[src/hdl/mean_variance_stddev_assert.svh]
// Assertion macros for the statistics block.
`ifndef MEAN_VARIANCE_STDDEV_ASSERT_SVH
`define MEAN_VARIANCE_STDDEV_ASSERT_SVH

`ifndef NO_ASSERTIONS
// checked outside reset
`define MVS_CHECK(label, prop) \
  label: assert property (@(posedge clk) disable iff (rst) prop) \
    else $error("mvs check failed");
// checked through reset as well
`define MVS_CHECK_RST(label, prop) \
  label: assert property (@(posedge clk) prop) \
    else $error("mvs reset check failed");
`else
`define MVS_CHECK(label, prop)
`define MVS_CHECK_RST(label, prop)
`endif

`endif

[src/hdl/mvs_pkg.sv]
package mvs_pkg;

  localparam int SAMPLE_W = 16;
  localparam int MEAN_W   = 24;
  localparam int VAR_W    = 39;
  localparam int STD_W    = 24;
  localparam int CNT_W    = 11;

  typedef logic [2:0] op_t;

  localparam op_t OP_MUL_NS   = 3'd0;  // n * sum of squares
  localparam op_t OP_MUL_SS   = 3'd1;  // |sum| * |sum|
  localparam op_t OP_MUL_NN   = 3'd2;  // n * n
  localparam op_t OP_DIV_MEAN = 3'd3;
  localparam op_t OP_DIV_VAR  = 3'd4;
  localparam op_t OP_SQRT     = 3'd5;

  typedef struct packed {
    logic capture;
    logic accum;
    logic load;
    logic step;
    logic store;
    logic emit;
    op_t  op;
  } cmd_t;

endpackage

[src/hdl/mean_variance_stddev.sv]
// Channel   Handshake          Fields
// -------   ----------------   ---------------------------------------------------
// in        start / busy       sample, last
// out       done (1 cycle)     mean_q, variance_q, std_dev_q, sample_count, overflow
//
// An item that is not last is taken every cycle; busy stays low.
// After the last item, busy rises; done follows once the shift-add multiplier,
// the restoring divider and the square root have run in turn.
// Synchronous reset clears the accumulators and the sequencer.
// Results hold until the next done (high for one cycle); the receiver cannot stall.
`include "mean_variance_stddev_assert.svh"

module mean_variance_stddev #(
  parameter int MAX_COUNT = 1024,
  parameter int FRAC_BITS = 8
) (
  input  logic                                 clk,
  input  logic                                 rst,
  input  logic                                 start,
  output logic                                 busy,
  input  logic signed [mvs_pkg::SAMPLE_W-1:0]  sample,
  input  logic                                 last,
  output logic                                 done,
  output logic signed [mvs_pkg::MEAN_W-1:0]    mean_q,
  output logic        [mvs_pkg::VAR_W-1:0]     variance_q,
  output logic        [mvs_pkg::STD_W-1:0]     std_dev_q,
  output logic        [mvs_pkg::CNT_W-1:0]     sample_count,
  output logic                                 overflow
);

  localparam int LG         = $clog2(MAX_COUNT);
  localparam int MUL_STEPS  = 16 + LG;
  localparam int DIV_STEPS  = 31 + 2 * LG + 2 * FRAC_BITS;
  localparam int SQRT_STEPS = 16 + FRAC_BITS;

  mvs_pkg::cmd_t cmd;

  mvs_ctrl #(
    .MUL_STEPS (MUL_STEPS),
    .DIV_STEPS (DIV_STEPS),
    .SQRT_STEPS(SQRT_STEPS)
  ) u_ctrl (
    .clk  (clk),
    .rst  (rst),
    .start(start),
    .last (last),
    .busy (busy),
    .done (done),
    .cmd  (cmd)
  );

  mvs_dp #(
    .MAX_COUNT(MAX_COUNT),
    .FRAC_BITS(FRAC_BITS)
  ) u_dp (
    .clk         (clk),
    .rst         (rst),
    .sample      (sample),
    .cmd         (cmd),
    .mean_q      (mean_q),
    .variance_q  (variance_q),
    .std_dev_q   (std_dev_q),
    .sample_count(sample_count),
    .overflow    (overflow)
  );

  `MVS_CHECK(a_done_after_busy, done |-> $past(busy))
  `MVS_CHECK(a_last_sets_busy, (start && !busy && last) |=> busy)
  `MVS_CHECK(a_done_single, done |=> !done)
  `MVS_CHECK_RST(a_reset_idle, rst |=> (!busy && !done))

endmodule

[src/hdl/mvs_ctrl.sv]
module mvs_ctrl #(
  parameter int MUL_STEPS  = 26,
  parameter int DIV_STEPS  = 67,
  parameter int SQRT_STEPS = 24
) (
  input  logic           clk,
  input  logic           rst,
  input  logic           start,
  input  logic           last,
  output logic           busy,
  output logic           done,
  output mvs_pkg::cmd_t  cmd
);

  localparam int CNTW = $clog2(DIV_STEPS + 2);

  localparam logic [3:0] ST_IDLE     = 4'd0;
  localparam logic [3:0] ST_LAST     = 4'd1;
  localparam logic [3:0] ST_MUL_NS   = 4'd2;
  localparam logic [3:0] ST_MUL_SS   = 4'd3;
  localparam logic [3:0] ST_MUL_NN   = 4'd4;
  localparam logic [3:0] ST_DIV_MEAN = 4'd5;
  localparam logic [3:0] ST_DIV_VAR  = 4'd6;
  localparam logic [3:0] ST_SQRT     = 4'd7;
  localparam logic [3:0] ST_EMIT     = 4'd8;

  logic [3:0]      state, state_next, nxt;
  logic [CNTW-1:0] cnt, cnt_next, limit;
  logic            pend;
  logic            accept;
  logic            in_op;

  assign busy   = (state != ST_IDLE);
  assign accept = start && !busy;

  always_comb begin
    cmd         = '0;
    cmd.capture = accept;
    cmd.accum   = pend;
    state_next  = state;
    cnt_next    = cnt;
    limit       = '0;
    nxt         = ST_IDLE;
    in_op       = 1'b0;
    case (state)
      ST_IDLE: begin
        if (accept && last) state_next = ST_LAST;
      end
      ST_LAST: begin
        state_next = ST_MUL_NS;
        cnt_next   = '0;
      end
      ST_MUL_NS: begin
        cmd.op = mvs_pkg::OP_MUL_NS;
        limit  = CNTW'(MUL_STEPS);
        nxt    = ST_MUL_SS;
        in_op  = 1'b1;
      end
      ST_MUL_SS: begin
        cmd.op = mvs_pkg::OP_MUL_SS;
        limit  = CNTW'(MUL_STEPS);
        nxt    = ST_MUL_NN;
        in_op  = 1'b1;
      end
      ST_MUL_NN: begin
        cmd.op = mvs_pkg::OP_MUL_NN;
        limit  = CNTW'(MUL_STEPS);
        nxt    = ST_DIV_MEAN;
        in_op  = 1'b1;
      end
      ST_DIV_MEAN: begin
        cmd.op = mvs_pkg::OP_DIV_MEAN;
        limit  = CNTW'(DIV_STEPS);
        nxt    = ST_DIV_VAR;
        in_op  = 1'b1;
      end
      ST_DIV_VAR: begin
        cmd.op = mvs_pkg::OP_DIV_VAR;
        limit  = CNTW'(DIV_STEPS);
        nxt    = ST_SQRT;
        in_op  = 1'b1;
      end
      ST_SQRT: begin
        cmd.op = mvs_pkg::OP_SQRT;
        limit  = CNTW'(SQRT_STEPS);
        nxt    = ST_EMIT;
        in_op  = 1'b1;
      end
      ST_EMIT: begin
        cmd.emit   = 1'b1;
        state_next = ST_IDLE;
      end
      default: state_next = ST_IDLE;
    endcase

    // load, then limit steps, then store
    if (in_op) begin
      if (cnt == '0) begin
        cmd.load = 1'b1;
      end else if (cnt <= limit) begin
        cmd.step = 1'b1;
      end else begin
        cmd.store  = 1'b1;
        state_next = nxt;
      end
      cnt_next = cmd.store ? '0 : cnt + 1'b1;
    end
  end

  always_ff @(posedge clk) begin
    if (rst) begin
      state <= ST_IDLE;
      cnt   <= '0;
      pend  <= 1'b0;
      done  <= 1'b0;
    end else begin
      state <= state_next;
      cnt   <= cnt_next;
      pend  <= accept;
      done  <= cmd.emit;
    end
  end

endmodule

[src/hdl/mvs_dp.sv]
module mvs_dp #(
  parameter int MAX_COUNT = 1024,
  parameter int FRAC_BITS = 8
) (
  input  logic                                 clk,
  input  logic                                 rst,
  input  logic signed [mvs_pkg::SAMPLE_W-1:0]  sample,
  input  mvs_pkg::cmd_t                        cmd,
  output logic signed [mvs_pkg::MEAN_W-1:0]    mean_q,
  output logic        [mvs_pkg::VAR_W-1:0]     variance_q,
  output logic        [mvs_pkg::STD_W-1:0]     std_dev_q,
  output logic        [mvs_pkg::CNT_W-1:0]     sample_count,
  output logic                                 overflow
);

  localparam int LG   = $clog2(MAX_COUNT);
  localparam int CW   = $clog2(MAX_COUNT + 1);
  localparam int SW   = 16 + LG;
  localparam int QW   = 31 + LG;
  localparam int PW   = 31 + 2 * LG;
  localparam int N2W  = 2 * CW;
  localparam int DVW  = PW + 2 * FRAC_BITS;
  localparam int MQW  = SW + FRAC_BITS;
  localparam int VW2  = 31 + 2 * FRAC_BITS;
  localparam int EVW  = VW2 + 1;
  localparam int RW   = EVW / 2;
  localparam int MEXT = (MQW > mvs_pkg::MEAN_W) ? MQW : mvs_pkg::MEAN_W;
  localparam int VEXT = (VW2 > mvs_pkg::VAR_W) ? VW2 : mvs_pkg::VAR_W;
  localparam int REXT = (RW > mvs_pkg::STD_W) ? RW : mvs_pkg::STD_W;
  localparam int CEXT = (CW > mvs_pkg::CNT_W) ? CW : mvs_pkg::CNT_W;

  logic signed [mvs_pkg::SAMPLE_W-1:0] x;
  logic signed [31:0]                  sq;
  logic signed [SW-1:0]                sum;
  logic        [SW-1:0]                sum_u, mag;
  logic        [QW-1:0]                sumsq;
  logic        [CW-1:0]                count;
  logic                                ovf;

  logic [PW-1:0]  prod, mc, d;
  logic [SW-1:0]  mr;
  logic [N2W-1:0] n2, rem, dvs;
  logic [DVW-1:0] dd;
  logic [N2W:0]   trial;
  logic [MQW-1:0] mean_mag;
  logic [VW2-1:0] var2, var_sh;
  logic [EVW-1:0] sv, root, sbit, rb;

  logic [MEXT-1:0] mext, mneg;
  logic [VEXT-1:0] vext;
  logic [REXT-1:0] rext;
  logic [CEXT-1:0] cext;

  assign sq     = x * x;
  assign sum_u  = sum;
  assign mag    = sum[SW-1] ? (SW'(0) - sum_u) : sum_u;
  assign trial  = {rem, dd[DVW-1]};
  assign rb     = root + sbit;
  assign mext   = MEXT'(mean_mag);
  assign mneg   = MEXT'(0) - mext;
  assign var_sh = var2 >> FRAC_BITS;
  assign vext   = VEXT'(var_sh);
  assign rext   = REXT'(root);
  assign cext   = CEXT'(count);

  // accumulators
  always_ff @(posedge clk) begin
    if (rst) begin
      sum   <= '0;
      sumsq <= '0;
      count <= '0;
      ovf   <= 1'b0;
    end else if (cmd.emit) begin
      sum   <= '0;
      sumsq <= '0;
      count <= '0;
      ovf   <= 1'b0;
    end else if (cmd.accum) begin
      if (count < CW'(MAX_COUNT)) begin
        sum   <= sum + SW'(x);
        sumsq <= sumsq + QW'(sq[30:0]);
        count <= count + 1'b1;
      end else begin
        ovf <= 1'b1;
      end
    end
  end

  always_ff @(posedge clk) begin
    if (cmd.capture) x <= sample;

    if (cmd.load) begin
      case (cmd.op)
        mvs_pkg::OP_MUL_NS: begin
          prod <= '0;
          mr   <= SW'(count);
          mc   <= PW'(sumsq);
        end
        mvs_pkg::OP_MUL_SS: begin
          prod <= '0;
          mr   <= mag;
          mc   <= PW'(mag);
        end
        mvs_pkg::OP_MUL_NN: begin
          prod <= '0;
          mr   <= SW'(count);
          mc   <= PW'(count);
        end
        mvs_pkg::OP_DIV_MEAN: begin
          rem <= '0;
          dd  <= DVW'(mag) << FRAC_BITS;
          dvs <= N2W'(count);
        end
        mvs_pkg::OP_DIV_VAR: begin
          rem <= '0;
          dd  <= DVW'(d) << (2 * FRAC_BITS);
          dvs <= n2;
        end
        mvs_pkg::OP_SQRT: begin
          sv   <= EVW'(var2);
          root <= '0;
          sbit <= EVW'(1) << (EVW - 2);
        end
        default: ;
      endcase
    end

    if (cmd.step) begin
      case (cmd.op)
        mvs_pkg::OP_MUL_NS, mvs_pkg::OP_MUL_SS, mvs_pkg::OP_MUL_NN: begin
          if (mr[0]) prod <= prod + mc;
          mr <= mr >> 1;
          mc <= mc << 1;
        end
        mvs_pkg::OP_DIV_MEAN, mvs_pkg::OP_DIV_VAR: begin
          if (trial >= {1'b0, dvs}) begin
            rem <= N2W'(trial - {1'b0, dvs});
            dd  <= {dd[DVW-2:0], 1'b1};
          end else begin
            rem <= trial[N2W-1:0];
            dd  <= {dd[DVW-2:0], 1'b0};
          end
        end
        mvs_pkg::OP_SQRT: begin
          if (sv >= rb) begin
            sv   <= sv - rb;
            root <= (root >> 1) + sbit;
          end else begin
            root <= root >> 1;
          end
          sbit <= sbit >> 2;
        end
        default: ;
      endcase
    end

    if (cmd.store) begin
      case (cmd.op)
        mvs_pkg::OP_MUL_NS:   d        <= prod;
        mvs_pkg::OP_MUL_SS:   d        <= d - prod;
        mvs_pkg::OP_MUL_NN:   n2       <= prod[N2W-1:0];
        mvs_pkg::OP_DIV_MEAN: mean_mag <= dd[MQW-1:0];
        mvs_pkg::OP_DIV_VAR:  var2     <= dd[VW2-1:0];
        default: ;
      endcase
    end

    if (cmd.emit) begin
      mean_q       <= $signed(sum[SW-1] ? mneg[mvs_pkg::MEAN_W-1:0]
                                        : mext[mvs_pkg::MEAN_W-1:0]);
      variance_q   <= vext[mvs_pkg::VAR_W-1:0];
      std_dev_q    <= rext[mvs_pkg::STD_W-1:0];
      sample_count <= cext[mvs_pkg::CNT_W-1:0];
      overflow     <= ovf;
    end
  end

endmodule

[config.mk]
export PLATFORM = sky130hd
export DESIGN_NAME = mean_variance_stddev
export DESIGN_NICKNAME = d
export VERILOG_FILES = /design/src/hdl/mvs_pkg.sv /design/src/hdl/mean_variance_stddev.sv /design/src/hdl/mvs_ctrl.sv /design/src/hdl/mvs_dp.sv
export VERILOG_INCLUDE_DIRS = /design/src /design/src/hdl
export SDC_FILE = /design/constraint.sdc
export NUM_CORES = 2
export LEC_CHECK = 0
export BUFFER_PORTS_ARGS = -buffer_cell sky130_fd_sc_hd__buf_4
export CORE_ASPECT_RATIO = 0.8
export CORE_UTILIZATION = 60
export DETAILED_ROUTE_END_ITERATION = 16
export PLACE_DENSITY = 0.77
export SYNTH_ARGS = -nofsm -noshare
export SYNTH_HDL_FRONTEND = slang
export SYNTH_SLANG_ARGS = --single-unit
[constraint.sdc]
create_clock -name clk -period 8.8 [get_ports clk]
set_input_delay 0.88 -clock clk [delete_from_list [all_inputs] [get_ports clk]]
set_output_delay 0.88 -clock clk [all_outputs]
set_load 0.05 [all_outputs]
==> results.md <==
* Post-synth net total at 6833
* Worst Hold Class: in -> reg
* DR WL/cell at 18.58 µm
* Critical path's most frequent cell: fa_1
* Reg2reg start: u_dp.x[4]$_DFFE_PP_
* Drt drc at 0
* Crit path largest cell delay at 0.69 ns
* Placed instance count at 7250
* Core outline area at 87630 µm²
* Slew @ Worst Pin at 1.314 ns
* Starting DRT DRC Count at 3495
* Worst vdd ir at 0.001272 V
* Max_slew headroom at 12.42%
* Post-synth EDFFs at 281
* Post-layout minimum cycle time at 8.232 ns
* Routed Antenna Nets at 0
* Final Hold Vio Count at 0
* Slack of the critical path at 0.5681 ns
* Setup WS pre-CTS at 0.4004 ns
* Global-route wire length before repair at 221700 µm
* Clock skew at 0.03794 ns
* Maxcap violations at 0
* Cell Area, Synth at 53110 µm²
* Status: complete, no violations
* Seq/Total Area, Yosys at 32.97%
* Vias in the first global route at 42366
* Tcrit/Tclk final at 93.54%
* CTS clk-pin slew, worst paths at 0.06 ns
* Fmax at 121.5 MHz
* Fillers at 7183
* Yosys warnings at 0
* DRT Wirelength at 137600 µm
* Worst Hold End: u_dp.x[0]$_DFFE_PP_
* Height of the die at 268.1 µm
* Synthesized flop and latch total at 734
* Post-DP HPWL at 102600 µm
* Clk_lat worst skew at 0.67 ns
* Worst Path Max Fanout at 12
* Crit path kind: reg -> reg
* Sink Count at 734
* Final cell count without fillers at 7406
* Count of cell types in the netlist at 84
* R2R Setup Slk at 0.57 ns
* Layout Nets at 6830
* Vias per inst at 6.023
* # diodes at 0
* Most frequent cells in the layout: nand2_1 (765), inv_1 (493), nor2_1 (485)
* Arrival @ worst endpoint at 8.74 ns
* Root buf cell: clkbuf_16
* Slowest CP cell: edfxtp_1
* Full die area at 89710 µm²
* CTS tree: done
* HP Start: sample[0]
* Layout cells sized above 1 at 6.513%
* Element type at the critical path start: flip-flop
* Unrepaired setup endpoints after global routing: false
* Global-route usage over all layers at 30.43%
* Setup TNS at 0 ns
* Async SR Flop Fraction at 0%
* Routed via count at 44610
* Largest net degree at the start of global routing at 115
* Initial antenna violation count at 1
* Count of final setup violators at 0
* PwrDens at 394.7 nW/µm²
* Reg2reg path depth at 31
* Most common cell after layout, fill and taps aside: nand2_1
* IO Count at 121
* RePlAce Congestion at 0.9444
* Number of port buffers at 120
* Core Rows at 97
* Layout Utilization at 66.02%
* Cts bufs inserted at 76
* Avg Synthesized Cell Area at 8.625 µm²
* Min-Delay Path Depth at 1
* Die width at 334.6 µm
* Crit path required time at 9.31 ns
* DRT Pass-1 Iters at 6
* Area Growth Syn to Fin at 8.939%
* H-tree depth at 3
* FF-to-FF End: u_dp.sumsq[40]$_SDFFE_PP0P_
* Cells after Synth at 6157
* Setup crit end kind: flip-flop
* Remaining Overflow, GRT at 0
* Max Slew Vio Count at 0
* Clock tree buffer depth at 3
* LEAKAGE at 0.02535 µW
* Initial core utilization at 60.60%
* Ys flop type: dfxtp_1
## logic make-up after synthesis
group / Yosys count / share of synthesized area [%]
adders and majority gates: 656 / 18.75
buffers and inverters: 762 / 5.466
and+or+nand+nor: 1939 / 16.38
muxes: 50 / 0.9731
xor gates and xnor gates: 383 / 6.317
DFF: 734 / 32.97
AOI/OAI and AO/OA: 1633 / 19.15
## layer usage
| metal | part of all wire, % | vias up | GRT usage (%) |
|---|---|---|---|
| li1 | - | 21608 | - |
| met5 | 0.0080 | - | 0 |
| met4 | 3.2 | 2 | 9.614 |
| met3 | 5.8 | 261 | 3.839 |
| met1 | 44 | 21394 | 41.20 |
| met2 | 47 | 1345 | 50.89 |
## Yosys cell counts (70+ instances only)
cell type	number	area share (%)
xor2_1	170	2.8
a221oi_1	70	1.2
a21oi_1	484	4.6
edfxtp_1	281	16
ha_1	423	10
nand2_1	771	5.4
nor2_1	488	3.4
inv_1	493	3.5
o21ai_0	427	4.0
nand3_1	256	2.4
dfxtp_1	453	17
a31oi_1	103	1.2
fa_1	233	8.8
a21o_1	185	2.6
xnor2_1	213	3.5
clkbuf_1	219	1.5
## worst max-delay path: cells and delay by family (launching register included)
kind | cells | cell delay (ns)
adder cells (fa/ha/maj) | 8 | 3.54
AO/OA/AOI/OAI | 10 | 2.22
AND/OR/NAND/NOR | 6 | 0.87
flip-flops | 1 | 0.69
buffers and inverters | 5 | 0.53
XOR/XNOR | 2 | 0.24
## where the power goes
group / leakage (µW) / switching (µW) / internal [µW]
Clock: 0.00135 / 1460 / 2130
Combinational: 0.0176 / 8870 / 6550
Sequential: 0.00637 / 163 / 3660
## worst max path at each step
stage               slack, ns                        from                          end  depth (start not counted)
floorplan                0.89  u_ctrl.state[1]$_SDFF_PP0_          u_dp.d[0]$_DFFE_PP_                         14
global placement         0.58         u_dp.x[3]$_DFFE_PP_  u_dp.sumsq[32]$_SDFFE_PP0P_                         29
detailed placement       0.40         u_dp.x[3]$_DFFE_PP_  u_dp.sumsq[40]$_SDFFE_PP0P_                         29
CTS                      0.39         u_dp.x[3]$_DFFE_PP_  u_dp.sumsq[40]$_SDFFE_PP0P_                         29
global route             0.06         u_dp.x[1]$_DFFE_PP_  u_dp.sumsq[35]$_SDFFE_PP0P_                         32
finish                   0.57         u_dp.x[4]$_DFFE_PP_  u_dp.sumsq[40]$_SDFFE_PP0P_                         31
## state kept, by name, indices dropped and copies added, names as in the netlist, 41 cells and up
signal / cells
u_dp.dd: 67
u_dp.sumsq: 41
u_dp.var2: 47
u_dp.mc: 51
u_dp.d: 51
u_dp.sbit: 48
u_dp.sv: 48
u_dp.prod: 51
u_dp.root: 48
## metrics by stage
stage | hold slack (ns) | instance area, µm² | total power [µW]
after floorplan | 0.4090 | 53110 | 16200
after global placement | 0.4342 | 54960 | 18930
after detailed placement | 0.4197 | 54960 | 19120
after CTS | 0.3854 | 57740 | 22800
after global routing | 0.3871 | 57850 | 25140
final | 0.4080 | 57850 | 22840
## layout make-up
class | instances | area, µm² | area share, %
clock buffer | 97 | 2073 | 3.584
clock inverter | 45 | 708.2 | 1.224
inverter | 495 | 1858 | 3.212
multi-input combinational | 4661 | 32810 | 56.72
sequential | 734 | 17510 | 30.26
tap | 1188 | 1486 | 2.569
timing repair buffer | 186 | 1409 | 2.435
## repair_timing
action | in CTS | in global routing
hold buffers | 0 | 0
buffers inserted | 0 | 14
endpoints found under the setup margin | 0 | 9
resized for setup | 0 | 1
Note: power is estimated with default switching activity, not from simulation.
